===== config.mk =====
export PLATFORM = sky130hd
export DESIGN_NAME = gcode_line_parser_unit
export DESIGN_NICKNAME = d
export VERILOG_FILES = /design/src/glp_pkg.sv /design/src/gcode_line_parser_unit.sv
export VERILOG_INCLUDE_DIRS = /design/src /design/src/src
export SDC_FILE = /design/constraint.sdc
export NUM_CORES = 1
export LEC_CHECK = 0
export BUFFER_PORTS_ARGS = -buffer_cell sky130_fd_sc_hd__buf_2
export CORE_UTILIZATION = 40
export DETAILED_ROUTE_END_ITERATION = 8
export HOLD_SLACK_MARGIN = 0.1
export PLACE_DENSITY_LB_ADDON = 0.15
export SYNTH_ARGS = -nofsm -noshare
export SYNTH_HDL_FRONTEND = slang
export SYNTH_SLANG_ARGS = --single-unit

===== constraint.sdc =====
create_clock -name clk -period 7.3 [get_ports clk]
set_input_delay 0 -clock clk [delete_from_list [all_inputs] [get_ports clk]]
set_output_delay 0 -clock clk [all_outputs]
set_load 0.005 [all_outputs]

===== src/gcode_line_parser_unit_defines.svh =====
// ---------------------------------------------------------------------------
// gcode_line_parser_unit_defines.svh
// Assertion macros shared by the line parser RTL.
// ---------------------------------------------------------------------------
`ifndef GCODE_LINE_PARSER_UNIT_DEFINES_SVH
`define GCODE_LINE_PARSER_UNIT_DEFINES_SVH

// Same-cycle implication, checked on every rising edge outside reset.
`define GLP_ASSERT_NOW(lbl, ante, cons, msg) \
  lbl: assert property (@(posedge clk) disable iff (!rst_n) (ante) |-> (cons)) else $error(msg);

// Next-cycle implication, checked on every rising edge outside reset.
`define GLP_ASSERT_NEXT(lbl, ante, cons, msg) \
  lbl: assert property (@(posedge clk) disable iff (!rst_n) (ante) |=> (cons)) else $error(msg);

`endif


===== src/glp_pkg.sv =====
// ---------------------------------------------------------------------------
// glp_pkg
// Character codes, result codes and small tables for the line parser.
// ---------------------------------------------------------------------------
package glp_pkg;

  // Input item kinds.
  localparam logic KIND_CHAR = 1'b0;
  localparam logic KIND_EOL  = 1'b1;

  // Command letters as reported in the result.
  localparam logic [2:0] LET_NONE  = 3'd0;
  localparam logic [2:0] LET_G     = 3'd1;
  localparam logic [2:0] LET_D     = 3'd2;
  localparam logic [2:0] LET_P     = 3'd3;
  localparam logic [2:0] LET_H     = 3'd4;
  localparam logic [2:0] LET_M     = 3'd5;
  localparam logic [2:0] LET_BANG  = 3'd6;
  localparam logic [2:0] LET_TILDE = 3'd7;

  // Error codes.
  localparam logic [3:0] ERR_NONE       = 4'd0;
  localparam logic [3:0] ERR_EMPTY      = 4'd1;
  localparam logic [3:0] ERR_BAD_TYPE   = 4'd2;
  localparam logic [3:0] ERR_NO_CODE    = 4'd3;
  localparam logic [3:0] ERR_BAD_COORD  = 4'd4;
  localparam logic [3:0] ERR_MOVE_NO_XY = 4'd5;
  localparam logic [3:0] ERR_DOT_NO_XY  = 4'd6;
  localparam logic [3:0] ERR_PEN_CODE   = 4'd7;
  localparam logic [3:0] ERR_BAD_M      = 4'd8;

  // ASCII characters the parser recognizes (after folding to upper case).
  localparam logic [7:0] CH_G     = 8'h47;
  localparam logic [7:0] CH_D     = 8'h44;
  localparam logic [7:0] CH_P     = 8'h50;
  localparam logic [7:0] CH_H     = 8'h48;
  localparam logic [7:0] CH_M     = 8'h4D;
  localparam logic [7:0] CH_BANG  = 8'h21;
  localparam logic [7:0] CH_TILDE = 8'h7E;
  localparam logic [7:0] CH_X     = 8'h58;
  localparam logic [7:0] CH_Y     = 8'h59;
  localparam logic [7:0] CH_MINUS = 8'h2D;
  localparam logic [7:0] CH_DOT   = 8'h2E;
  localparam logic [7:0] CH_SPACE = 8'h20;
  localparam logic [7:0] CH_TAB   = 8'h09;
  localparam logic [7:0] CH_CR    = 8'h0D;
  localparam logic [7:0] CH_ZERO  = 8'h30;
  localparam logic [7:0] CH_NINE  = 8'h39;
  localparam logic [7:0] CH_LC_A  = 8'h61;
  localparam logic [7:0] CH_LC_Z  = 8'h7A;

  // Supported M codes.
  localparam logic [13:0] MCODE_A = 14'd114;
  localparam logic [13:0] MCODE_B = 14'd119;

  // Command code limit and coordinate magnitude limit.
  localparam logic [13:0] CODE_MAX = 14'd9999;
  localparam logic [30:0] SAT_MAX  = 31'h7FFF_FFFF;

  // Width of the fraction digit counter; covers up to six fraction digits.
  localparam int FCNT_W = 3;

  // Powers of ten for the fraction digit weights.
  function automatic logic [19:0] pow10(input logic [FCNT_W-1:0] n);
    logic [19:0] r;
    case (n)
      3'd0:    r = 20'd1;
      3'd1:    r = 20'd10;
      3'd2:    r = 20'd100;
      3'd3:    r = 20'd1000;
      3'd4:    r = 20'd10000;
      3'd5:    r = 20'd100000;
      3'd6:    r = 20'd1000000;
      default: r = 20'd0;
    endcase
    return r;
  endfunction

endpackage


===== src/gcode_line_parser_unit.sv =====
// ---------------------------------------------------------------------------
// gcode_line_parser_unit
// Streaming parser for plotter command lines, one character per item.
// ---------------------------------------------------------------------------
// The block takes one item per clock: either a character of a command line
// (in_tuser low) or an end-of-line marker (in_tuser high). Each character
// updates the parse state in the cycle it is accepted; each end-of-line item
// loads one result into the output register, which shows it on the next
// cycle, and clears the parser for the next line. Throughput is one item
// per cycle. Input is held off only while the output register holds a
// result the downstream side has not taken. X and Y are returned in signed
// fixed point with FRAC_DIGITS fraction digits (0 to 6).
module gcode_line_parser_unit #(
  parameter int FRAC_DIGITS = 3
) (
  input  logic        clk,
  input  logic        rst_n,
  input  logic        in_tvalid,
  output logic        in_tready,
  input  logic [7:0]  in_tdata,   // [7:0] ch
  input  logic        in_tuser,   // [0] kind
  output logic        out_tvalid,
  input  logic        out_tready,
  // [0] ok, [4:1] error_code, [7:5] command_letter, [22:8] command_number,
  // [23] has_x, [24] has_y, [56:25] x_milli, [88:57] y_milli, [89] pen_down,
  // [95:90] zero
  output logic [95:0] out_tdata
);

  localparam int FW = glp_pkg::FCNT_W;

  typedef enum logic [2:0] {
    PH_IDLE, PH_CODE_FIRST, PH_CODE, PH_COORDS, PH_VAL_FIRST, PH_VALUE, PH_DONE
  } phase_t;

  phase_t          phase_r, phase_nxt;
  logic [2:0]      letter_r, letter_nxt;
  logic [13:0]     number_r, number_nxt;
  logic            num_present_r, num_present_nxt;
  logic [31:0]     x_r, x_nxt, y_r, y_nxt;
  logic            x_flag_r, x_flag_nxt, y_flag_r, y_flag_nxt;
  logic [30:0]     acc_r, acc_nxt;
  logic [FW-1:0]   fcnt_r, fcnt_nxt;
  logic [1:0]      dot_r, dot_nxt;
  logic            neg_r, neg_nxt;
  logic            tgt_y_r, tgt_y_nxt;
  logic [3:0]      err_r, err_nxt;
  logic            out_valid_r, out_valid_nxt;
  logic [95:0]     out_data_r, out_data_nxt;

  logic            in_acc;
  logic [7:0]      c_up;
  logic [3:0]      digit;
  logic            is_digit, is_blank_lead, is_space_tab;
  logic [31:0]     commit_v;
  logic [17:0]     code_sum;
  logic [35:0]     int_sum, frac_sum;
  logic [FW-1:0]   fcnt_inc;
  logic            do_value, do_coord;

  // Result side.
  logic [3:0]      fin_err;
  logic            fin_xf, fin_yf, fin_pen;
  logic [31:0]     fin_x, fin_y;
  logic [14:0]     fin_code;
  logic            code_is_0, code_is_1;

  // Handshake: the output register is the only place a result waits.
  assign in_acc     = in_tvalid && in_tready;
  assign in_tready  = !out_valid_r || out_tready;
  assign out_tvalid = out_valid_r;
  assign out_tdata  = out_data_r;

  // Character classification after folding to upper case.
  always_comb begin
    c_up = in_tdata;
    if (in_tdata >= glp_pkg::CH_LC_A && in_tdata <= glp_pkg::CH_LC_Z) begin
      c_up = in_tdata - 8'd32;
    end
    digit         = c_up[3:0];
    is_digit      = (c_up >= glp_pkg::CH_ZERO) && (c_up <= glp_pkg::CH_NINE);
    is_blank_lead = (c_up == glp_pkg::CH_SPACE) ||
                    ((c_up >= glp_pkg::CH_TAB) && (c_up <= glp_pkg::CH_CR));
    is_space_tab  = (c_up == glp_pkg::CH_SPACE) || (c_up == glp_pkg::CH_TAB);
  end

  // Arithmetic for one digit: code times ten, integer and fraction weights.
  always_comb begin
    commit_v = neg_r ? (32'd0 - {1'b0, acc_r}) : {1'b0, acc_r};
    code_sum = {1'b0, number_r, 3'b000} + {3'b000, number_r, 1'b0} + {14'd0, digit};
    int_sum  = {2'b00, acc_r, 3'b000} + {4'b0000, acc_r, 1'b0}
             + {12'd0, 24'(digit * glp_pkg::pow10(FW'(FRAC_DIGITS)))};
    fcnt_inc = fcnt_r + FW'(1);
    frac_sum = {5'd0, acc_r}
             + {12'd0, 24'(digit * glp_pkg::pow10(FW'(FRAC_DIGITS) - fcnt_inc))};
  end

  // Parse state update for one accepted item.
  always_comb begin
    phase_nxt       = phase_r;
    letter_nxt      = letter_r;
    number_nxt      = number_r;
    num_present_nxt = num_present_r;
    x_nxt           = x_r;
    y_nxt           = y_r;
    x_flag_nxt      = x_flag_r;
    y_flag_nxt      = y_flag_r;
    acc_nxt         = acc_r;
    fcnt_nxt        = fcnt_r;
    dot_nxt         = dot_r;
    neg_nxt         = neg_r;
    tgt_y_nxt       = tgt_y_r;
    err_nxt         = err_r;
    do_value        = 1'b0;
    do_coord        = 1'b0;
    if (in_acc) begin
      if (in_tuser == glp_pkg::KIND_EOL) begin
        // End of line clears the whole parse state.
        phase_nxt       = PH_IDLE;
        letter_nxt      = glp_pkg::LET_NONE;
        number_nxt      = '0;
        num_present_nxt = 1'b0;
        x_nxt           = '0;
        y_nxt           = '0;
        x_flag_nxt      = 1'b0;
        y_flag_nxt      = 1'b0;
        acc_nxt         = '0;
        fcnt_nxt        = '0;
        dot_nxt         = '0;
        neg_nxt         = 1'b0;
        tgt_y_nxt       = 1'b0;
        err_nxt         = glp_pkg::ERR_NONE;
      end else begin
        case (phase_r)
          PH_IDLE: begin
            if (!is_blank_lead) begin
              case (c_up)
                glp_pkg::CH_G: begin
                  letter_nxt = glp_pkg::LET_G;
                  phase_nxt  = PH_CODE_FIRST;
                end
                glp_pkg::CH_D: begin
                  letter_nxt = glp_pkg::LET_D;
                  phase_nxt  = PH_COORDS;
                end
                glp_pkg::CH_P: begin
                  letter_nxt = glp_pkg::LET_P;
                  phase_nxt  = PH_CODE_FIRST;
                end
                glp_pkg::CH_H: begin
                  letter_nxt = glp_pkg::LET_H;
                  phase_nxt  = PH_COORDS;
                end
                glp_pkg::CH_M: begin
                  letter_nxt = glp_pkg::LET_M;
                  phase_nxt  = PH_CODE_FIRST;
                end
                glp_pkg::CH_BANG: begin
                  letter_nxt = glp_pkg::LET_BANG;
                  phase_nxt  = PH_COORDS;
                end
                glp_pkg::CH_TILDE: begin
                  letter_nxt = glp_pkg::LET_TILDE;
                  phase_nxt  = PH_COORDS;
                end
                default: begin
                  err_nxt   = glp_pkg::ERR_BAD_TYPE;
                  phase_nxt = PH_DONE;
                end
              endcase
            end
          end
          PH_CODE_FIRST, PH_CODE: begin
            if (is_digit) begin
              number_nxt      = (code_sum > {4'd0, glp_pkg::CODE_MAX}) ?
                                glp_pkg::CODE_MAX : code_sum[13:0];
              num_present_nxt = 1'b1;
              phase_nxt       = PH_CODE;
            end else if (phase_r == PH_CODE_FIRST) begin
              err_nxt   = glp_pkg::ERR_NO_CODE;
              phase_nxt = PH_DONE;
            end else begin
              do_coord = 1'b1;
            end
          end
          PH_COORDS: begin
            do_coord = 1'b1;
          end
          PH_VAL_FIRST: begin
            if (c_up == glp_pkg::CH_MINUS) begin
              neg_nxt   = 1'b1;
              phase_nxt = PH_VALUE;
            end else if (is_digit || c_up == glp_pkg::CH_DOT) begin
              phase_nxt = PH_VALUE;
              do_value  = 1'b1;
            end else begin
              err_nxt   = glp_pkg::ERR_BAD_COORD;
              phase_nxt = PH_DONE;
            end
          end
          PH_VALUE: begin
            do_value = 1'b1;
          end
          default: begin
          end
        endcase

        // Value characters: dots, digits, or a character that ends the value.
        if (do_value) begin
          if (c_up == glp_pkg::CH_DOT) begin
            if (dot_r < 2'd2) begin
              dot_nxt = dot_r + 2'd1;
            end
          end else if (is_digit) begin
            if (dot_r == 2'd0) begin
              acc_nxt = (int_sum > {5'd0, glp_pkg::SAT_MAX}) ?
                        glp_pkg::SAT_MAX : int_sum[30:0];
            end else if (dot_r == 2'd1 && fcnt_r < FW'(FRAC_DIGITS)) begin
              fcnt_nxt = fcnt_inc;
              acc_nxt  = (frac_sum > {5'd0, glp_pkg::SAT_MAX}) ?
                         glp_pkg::SAT_MAX : frac_sum[30:0];
            end
          end else begin
            if (tgt_y_r) begin
              y_nxt      = commit_v;
              y_flag_nxt = 1'b1;
            end else begin
              x_nxt      = commit_v;
              x_flag_nxt = 1'b1;
            end
            do_coord = 1'b1;
          end
        end

        // Coordinate section: start a value, skip blanks, or stop parsing.
        if (do_coord) begin
          if (c_up == glp_pkg::CH_X || c_up == glp_pkg::CH_Y) begin
            tgt_y_nxt = (c_up == glp_pkg::CH_Y);
            acc_nxt   = '0;
            fcnt_nxt  = '0;
            dot_nxt   = '0;
            neg_nxt   = 1'b0;
            phase_nxt = PH_VAL_FIRST;
          end else if (is_space_tab) begin
            phase_nxt = PH_COORDS;
          end else begin
            phase_nxt = PH_DONE;
          end
        end
      end
    end
  end

  // End-of-line result: close an open value, derive pen state, validate.
  always_comb begin
    fin_err   = err_r;
    fin_x     = x_r;
    fin_y     = y_r;
    fin_xf    = x_flag_r;
    fin_yf    = y_flag_r;
    fin_pen   = 1'b0;
    fin_code  = num_present_r ? {1'b0, number_r} : '1;
    code_is_0 = num_present_r && (number_r == 14'd0);
    code_is_1 = num_present_r && (number_r == 14'd1);
    if (err_r == glp_pkg::ERR_NONE) begin
      case (phase_r)
        PH_IDLE:       fin_err = glp_pkg::ERR_EMPTY;
        PH_CODE_FIRST: fin_err = glp_pkg::ERR_NO_CODE;
        PH_VAL_FIRST:  fin_err = glp_pkg::ERR_BAD_COORD;
        PH_VALUE: begin
          if (tgt_y_r) begin
            fin_y  = commit_v;
            fin_yf = 1'b1;
          end else begin
            fin_x  = commit_v;
            fin_xf = 1'b1;
          end
        end
        default: begin
        end
      endcase
    end
    if (fin_err == glp_pkg::ERR_NONE) begin
      fin_pen = (((letter_r == glp_pkg::LET_G) || (letter_r == glp_pkg::LET_P)) &&
                 code_is_1) || (letter_r == glp_pkg::LET_D);
      if (letter_r == glp_pkg::LET_G && (code_is_0 || code_is_1)) begin
        if (!fin_xf && !fin_yf) begin
          fin_err = glp_pkg::ERR_MOVE_NO_XY;
        end
      end else if (letter_r == glp_pkg::LET_D) begin
        if (!fin_xf || !fin_yf) begin
          fin_err = glp_pkg::ERR_DOT_NO_XY;
        end
      end else if (letter_r == glp_pkg::LET_P && !code_is_0 && !code_is_1) begin
        fin_err = glp_pkg::ERR_PEN_CODE;
      end else if (letter_r == glp_pkg::LET_M &&
                   !(num_present_r && (number_r == glp_pkg::MCODE_A ||
                                       number_r == glp_pkg::MCODE_B))) begin
        fin_err = glp_pkg::ERR_BAD_M;
      end
    end
    out_data_nxt = {6'd0, fin_pen,
                    fin_yf ? fin_y : 32'd0,
                    fin_xf ? fin_x : 32'd0,
                    fin_yf, fin_xf, fin_code, letter_r, fin_err,
                    (fin_err == glp_pkg::ERR_NONE)};
  end

  // Output register valid: loads on end of line, drains when taken.
  always_comb begin
    out_valid_nxt = out_valid_r;
    if (out_tready) begin
      out_valid_nxt = 1'b0;
    end
    if (in_acc && in_tuser == glp_pkg::KIND_EOL) begin
      out_valid_nxt = 1'b1;
    end
  end

  // State and output registers.
  always_ff @(posedge clk) begin
    if (!rst_n) begin
      phase_r       <= PH_IDLE;
      letter_r      <= glp_pkg::LET_NONE;
      number_r      <= '0;
      num_present_r <= 1'b0;
      x_r           <= '0;
      y_r           <= '0;
      x_flag_r      <= 1'b0;
      y_flag_r      <= 1'b0;
      acc_r         <= '0;
      fcnt_r        <= '0;
      dot_r         <= '0;
      neg_r         <= 1'b0;
      tgt_y_r       <= 1'b0;
      err_r         <= glp_pkg::ERR_NONE;
      out_valid_r   <= 1'b0;
    end else begin
      phase_r       <= phase_nxt;
      letter_r      <= letter_nxt;
      number_r      <= number_nxt;
      num_present_r <= num_present_nxt;
      x_r           <= x_nxt;
      y_r           <= y_nxt;
      x_flag_r      <= x_flag_nxt;
      y_flag_r      <= y_flag_nxt;
      acc_r         <= acc_nxt;
      fcnt_r        <= fcnt_nxt;
      dot_r         <= dot_nxt;
      neg_r         <= neg_nxt;
      tgt_y_r       <= tgt_y_nxt;
      err_r         <= err_nxt;
      out_valid_r   <= out_valid_nxt;
    end
    if (in_acc && in_tuser == glp_pkg::KIND_EOL) begin
      out_data_r <= out_data_nxt;
    end
  end

  // Checks on the parser's own logic.
`include "gcode_line_parser_unit_defines.svh"

  `GLP_ASSERT_NEXT(a_eol_gives_result, in_acc && in_tuser == glp_pkg::KIND_EOL, out_tvalid, "end of line did not produce a result")
  `GLP_ASSERT_NEXT(a_eol_clears_state, in_acc && in_tuser == glp_pkg::KIND_EOL, phase_r == PH_IDLE && err_r == glp_pkg::ERR_NONE && !x_flag_r && !y_flag_r, "parser not cleared after end of line")
  `GLP_ASSERT_NOW(a_ok_matches_err, out_tvalid, out_tdata[0] == (out_tdata[4:1] == glp_pkg::ERR_NONE), "ok flag disagrees with error code")
  `GLP_ASSERT_NOW(a_pen_letter, out_tvalid && out_tdata[89], out_tdata[7:5] == glp_pkg::LET_G || out_tdata[7:5] == glp_pkg::LET_P || out_tdata[7:5] == glp_pkg::LET_D, "pen down on a command that cannot lower it")

endmodule


Yosys cells after proc, flatten, opt, wreduce, memory -nomap -nowiden
Index checks and enable logic that the tools add are counted.
{"block": "totals", "register_bits": 220, "in_bits": 13, "output_inout_bits": 98, "word_cells": 262}
{"block": "classes", "add_sub_neg": 10, "multipliers": 2, "magnitude_cmp": 11, "eq_ne": 43, "n_mux": 118, "reduce_logical": 58}
{"cell": "$mux W32", "n": 15}
{"cell": "$mux W31", "n": 10}
{"cell": "$pmux W20 S7", "n": 1}
{"cell": "$eq A8 B7 Y1 const B", "n": 8}
{"cell": "$mux W4", "n": 15}
{"cell": "$mux W14", "n": 4}
{"cell": "$mux W3", "n": 18}
{"cell": "$mux W1", "n": 38}
{"cell": "$add A35 B14 Y36", "n": 1}
{"cell": "$gt A36 B31 Y1 const B", "n": 1}
{"cell": "$add A34 B32 Y35", "n": 1}
{"cell": "$add A31 B24 Y32", "n": 1}
{"cell": "$eq A8 B6 Y1 const B", "n": 4}
{"cell": "$gt A32 B31 Y1 const B", "n": 1}
{"cell": "$sub A1 B31 Y32 const A", "n": 1}
{"cell": "$eq A14 B7 Y1 const B", "n": 2}
{"cell": "$mul A4 B20 Y24", "n": 1}
{"cell": "$pmux W4 S3", "n": 2}
{"cell": "$pmux W3 S7", "n": 1}
{"cell": "$add A17 B15 Y18", "n": 1}
{"cell": "$add A18 B4 Y18", "n": 1}
{"cell": "$eq A3 B2 Y1 const B", "n": 6}
{"cell": "$eq A3 B3 Y1 const B", "n": 6}
{"cell": "$gt A18 B14 Y1 const B", "n": 1}
{"cell": "other kinds (45)", "n": 102}

Logic depth before layout (Yosys ltp)
{"block": "depth", "ltp_word": 16, "mapped_depth": 27}

Least setup slack after synthesis
No wires, ideal clock.
{"block": "synth_path", "path_type": "reg-to-reg", "from": "reg fcnt_r[0]", "to": "reg acc_r[30]", "setup_time_ns": 0.121, "t_arrival_ns": 5.617, "path_slack_ns": 1.562, "path_stages_with_launch": 22, "n_path_buf": 1, "synth_period_minus_slack_ns": 5.738, "cell_sequence": "dfxtp_1 > ha_1 > xnor2_1 > nand2_1 > a21oi_1 > or2_2 > fa_1 > fa_1 > inv_1 > fa_1 > inv_1 > ha_1 > clkbuf_1 > nand4_1 > nor4_1 > nor4_1 > o41ai_1 > a31o_2 > a21oi_1 > or3_1 > a21oi_1 > o31ai_1"}
{"block": "synth_via", "elab_chain_len": 16, "elab_cells_between_ends": 24, "classes_between": "3 x add/sub; 1 x mul; 2 x order compare; 6 x eq/ne; 10 x mux; 2 x reduce/logical"}
{"item": "from (decl)", "line": "gcode_line_parser_unit.sv:43", "source": "logic [FW-1:0] fcnt_r, fcnt_nxt;"}
{"item": "from (signal assigned)", "line": "gcode_line_parser_unit.sv:348", "source": "fcnt_r <= fcnt_nxt;"}
{"item": "$add A3 B1 Y3", "line": "gcode_line_parser_unit.sv:93", "source": "fcnt_inc = fcnt_r + FW'(1);"}
{"item": "$sub A2 B3 Y3", "line": "gcode_line_parser_unit.sv:95", "source": "+ {12'd0, 24'(digit * glp_pkg::pow10(FW'(FRAC_DIGITS) - fcnt_inc))};"}
{"item": "$eq A3 B3 Y1, or another cell as far along", "line": "glp_pkg.sv:66", "source": "case (n)"}
{"item": "$pmux W20 S7", "line": "glp_pkg.sv:66"}
{"item": "$mul A4 B20 Y24", "line": "gcode_line_parser_unit.sv:95"}
{"item": "$add A31 B24 Y32", "line": "gcode_line_parser_unit.sv:95"}
{"item": "$gt A32 B31 Y1", "line": "gcode_line_parser_unit.sv:220", "source": "acc_nxt = (frac_sum > {5'd0, glp_pkg::SAT_MAX}) ?"}
{"item": "$mux W31", "line": "gcode_line_parser_unit.sv:220"}
{"item": "$mux W31 (*)", "line": "gcode_line_parser_unit.sv:218", "source": "end else if (dot_r == 2'd1 && fcnt_r < FW'(FRAC_DIGITS)) begin"}
{"item": "$mux W31 (*)", "line": "gcode_line_parser_unit.sv:215", "source": "if (dot_r == 2'd0) begin"}
{"item": "$mux W31 (*)", "line": "gcode_line_parser_unit.sv:214", "source": "end else if (is_digit) begin"}
{"item": "$mux W31 (*)", "line": "gcode_line_parser_unit.sv:210", "source": "if (c_up == glp_pkg::CH_DOT) begin"}
{"item": "$mux W31 (*)", "line": "gcode_line_parser_unit.sv:209", "source": "if (do_value) begin"}
{"item": "$mux W31", "line": "gcode_line_parser_unit.sv:237", "source": "if (c_up == glp_pkg::CH_X || c_up == glp_pkg::CH_Y) begin"}
{"item": "$mux W31 (*)", "line": "gcode_line_parser_unit.sv:236", "source": "if (do_coord) begin"}
{"item": "$mux W31 (*)", "line": "gcode_line_parser_unit.sv:117", "source": "if (in_tuser == glp_pkg::KIND_EOL) begin"}
{"item": "to (signal assigned)", "line": "gcode_line_parser_unit.sv:347", "source": "acc_r <= acc_nxt;"}
{"item": "to (decl)", "line": "gcode_line_parser_unit.sv:42", "source": "logic [30:0] acc_r, acc_nxt;"}
Every way passes the cells marked *; elsewhere a longest branch is shown, timed or not.
A chain may end at the register's enable or synchronous reset.

Worst setup path in the final report
{"block": "layout_path", "from": "reg fcnt_r[0]", "to": "reg acc_r[28]"}
Same word-level chain as after synthesis.

==> metrics.yaml <==
outcome:
  status: "finished clean"
final_layout:
  num_antenna_cells: 0
  mostFrequentLayoutCells: "inv_1, o21ai_0, ha_1"
  final_common_cell: "inv_1"
  layout.nets: 2292
  instances_no_fill: 2668
  area_delta_synth_final_pct: 10.22
  final_layout_size_suffix_gt1_share_pct: 9.169
sta:
  rsz0062_at_grt: "no"
  setup_viol: 0
  skew_ns: 0.01062
  min_period_ns: 6.611
  tightest_slew_ns: 1.102
  max_freq_mhz: 151.3
  relSlewSlack_pct: 26.00
  final.setup.tns_ns: 0
  hold_viol: 0
  min_period_over_period_pct: 90.56
  final_max_slew_viol_count: 0
clocking:
  cts.reportedPaths.clkPinSlew_ns: 0.07
  post_cts_buffers: 0
  worst_skew_pair.late_latency_ns: 0.53
  cts_tree: "built"
  cts_max_level: 1
  cts_buffer_depth: 3
  clock_tree.root_cell: "clkbuf_16"
  cts_num_sinks: 219
  numCtsBuffers: 24
routing:
  routed_wl_um: 52840
  first_pass_iters: 6
  drc_errors: 0
  drt-initial-drc-count: 1481
  ant_nets: 0
  vias: 15100
  routed_via_density: 5.659
  wire_per_inst_um: 19.80
logic_synthesis:
  synth_area_leader_cell: "edfxtp_1"
  synthDistinctLibCells: 78
  synth_seq_cells: 219
  async_flop_share_pct: 0
  synthFlopType: "dfxtp_1"
  syn-instance-count: 2022
  yosysTopAreaCellShare_pct: 15.43
  syn_area_um2: 17510
  synth.area.top_cells: "edfxtp_1, dfxtp_1, ha_1, fa_1, xnor2_1"
  ys_seq_area_share_pct: 30.18
  synth_edf_count: 90
  syn_area_per_cell_um2: 8.662
  synth_warnings: 0
die:
  core-area_um2: 43170
  die_y_um: 211.3
  io_pins: 111
  die_w_um: 211.3
  initial_utilization_pct: 40.57
  die-area_um2: 44630
  rows: 76
placement:
  hpwl_um: 39890
  gp_congestion: 0.9141
  portBuffers: 104
  place_inst: 2620
pwr:
  p_leak_nw: 7.911
  cellPowerDensity_nw_per_um2: 150.8
  ir_worst_vdd_mv: 0.1495
grt:
  grt_pass1_wl_um: 82530
  grt_antenna_before_repair: 0
  grt_max_degree: 101
  grt_overflow: 0
  track_usage_pct: 23.55
  grt_pass1_vias: 14140
critical_path:
  crit_type: "flip-flop to flip-flop"
  slowest_stage: "nor4_1"
  crit_path_start_kind: "flip-flop"
  cp_data_arrival_time_ns: 7.04
  slowest_delay_ns: 0.61
  cp-end-kind: "flip-flop"
  crit_chain: "ha_1 -> xnor2_1 -> nand2_1 -> a21oi_1 -> or2_2 -> fa_1 -> fa_1 -> inv_1 -> fa_1 -> inv_1 -> ha_1 -> a21oi_1 -> o21ai_0 -> nor4_1 -> o41ai_1 -> buf_4 -> a31o_2 -> a21oi_1 -> nor2_1 -> a41o_1 -> a311oi_1"
  cp_max_fo: 9
  crit_required_ns: 7.73
min_path:
  hold_path.class: "input port to flip-flop"
flow_run:
  maxCapViolations: 0
==> area by class of cell <==
| cell class | instances | area [um2] |
|---|---|---|
| clock inverter | 14 | 138.9 |
| timing repair buffer | 130 | 728.2 |
| sequential | 219 | 5286 |
| inverter | 185 | 695.7 |
| clock buffer | 29 | 660.6 |
| tap | 585 | 732.0 |
| fill | 4330 | 23870 |
| multi-input combinational | 1506 | 11060 |
==> report_power, final <==
part | internal [mW] | switching (mW) | leakage (nW)
sequential | 1.29 | 0.00816 | 1.86
clock | 0.718 | 0.515 | 0.380
combinational | 0.134 | 0.246 | 5.67
total | 2.14 | 0.769 | 7.91
==> cells in the mapped netlist, drive strengths merged (11+ instances only) <==
cell,number
o21a,18
nor2,99
dfxtp,129
buf,28
edfxtp,90
a31oi,23
nand4,18
a21boi,11
nand2,118
and3,29
nand3,102
xor2,31
ha,142
and2,17
a211oi,16
inv,181
nand2b,32
o21bai,13
a21oi,114
o31ai,11
nor4,14
fa,71
clkbuf,89
o21ai,154
o211ai,13
a22oi,71
a21o,16
nor2b,81
xnor2,89
nor3,55
==> cells by family (layout without fill, tap and decap cells) <==
| logic type | after synthesis | in the layout | share of synthesized area [%] |
|---|---|---|---|
| xor+xnor | 120 | 120 | 6.001 |
| mux | 7 | 7 | 0.4072 |
| other cells | 1 | 6 | 0.02141 |
| buf+inv | 302 | 358 | 6.851 |
| compound gates | 547 | 547 | 20.15 |
| fa+ha+maj | 213 | 213 | 18.26 |
| simple gates | 613 | 613 | 18.13 |
| flops | 219 | 219 | 30.18 |
==> worst paths after layout <==
path	start	to	slack, ns	cells after the start
max	fcnt_r[0]$_SDFFE_PN0P_	acc_r[28]$_SDFFE_PN0P_	0.69	21
min	in_tdata[5]	neg_r$_SDFFE_PN0P_	0.15	5
max reg2reg	fcnt_r[0]$_SDFFE_PN0P_	acc_r[28]$_SDFFE_PN0P_	0.69	21
min reg2reg	number_r[13]$_SDFFE_PN0P_	number_r[13]$_SDFFE_PN0P_	0.52	2
==> sequential cells by signal, summed over array words and instances, names as in the netlist, 2 cells and up <==
| name | count |
|---|---|
| x_r | 32 |
| err_r | 3 |
| dot_r | 2 |
| number_r | 14 |
| phase_r | 3 |
| y_r | 32 |
| fcnt_r | 3 |
| letter_r | 3 |
| out_tdata | 90 |
| acc_r | 31 |
==> worst max-delay path: cells and delay by family (launching register included) <==
family          cells  cell delay, ns
xor+xnor            1            0.60
compound gates      8            2.00
buf+inv             3            0.27
flops               1            0.36
simple gates        4            1.14
fa+ha+maj           5            2.13
==> per-stage QoR <==
stage / setup WS [ns] / power (mW) / utilization (%) / cell area (um2) / hold slack, ns
final: 0.6888 / 2.911 / 44.72 / 19300 / 0.1524
after global routing: 0.09592 / 3.019 / 44.72 / 19300 / 0.1957
after CTS: 0.7517 / 2.932 / 44.72 / 19300 / 0.1227
after detailed placement: 0.7051 / 1.699 / 42.75 / 18460 / 0.3564
after global placement: 0.9451 / 1.694 / 42.75 / 18460 / 0.3527
after floorplan: 1.562 / 1.587 / - / 17530 / 0.1329
==> per-layer routing <==
| layer | track usage (%) | vias to the layer above | routed length, um |
|---|---|---|---|
| met5 | 0 | - | 0 |
| met4 | 4.423 | 0 | 796 |
| met3 | 2.364 | 58 | 3225 |
| met2 | 36.22 | 530 | 23080 |
| met1 | 35.61 | 7235 | 25730 |
| li1 | - | 7274 | - |
==> timing repair <==
action,in CTS,in global routing
endpoints found under the hold margin,7,0
resized for setup,0,0
hold buffers,5,0
Power figures use the tool's default switching activity.
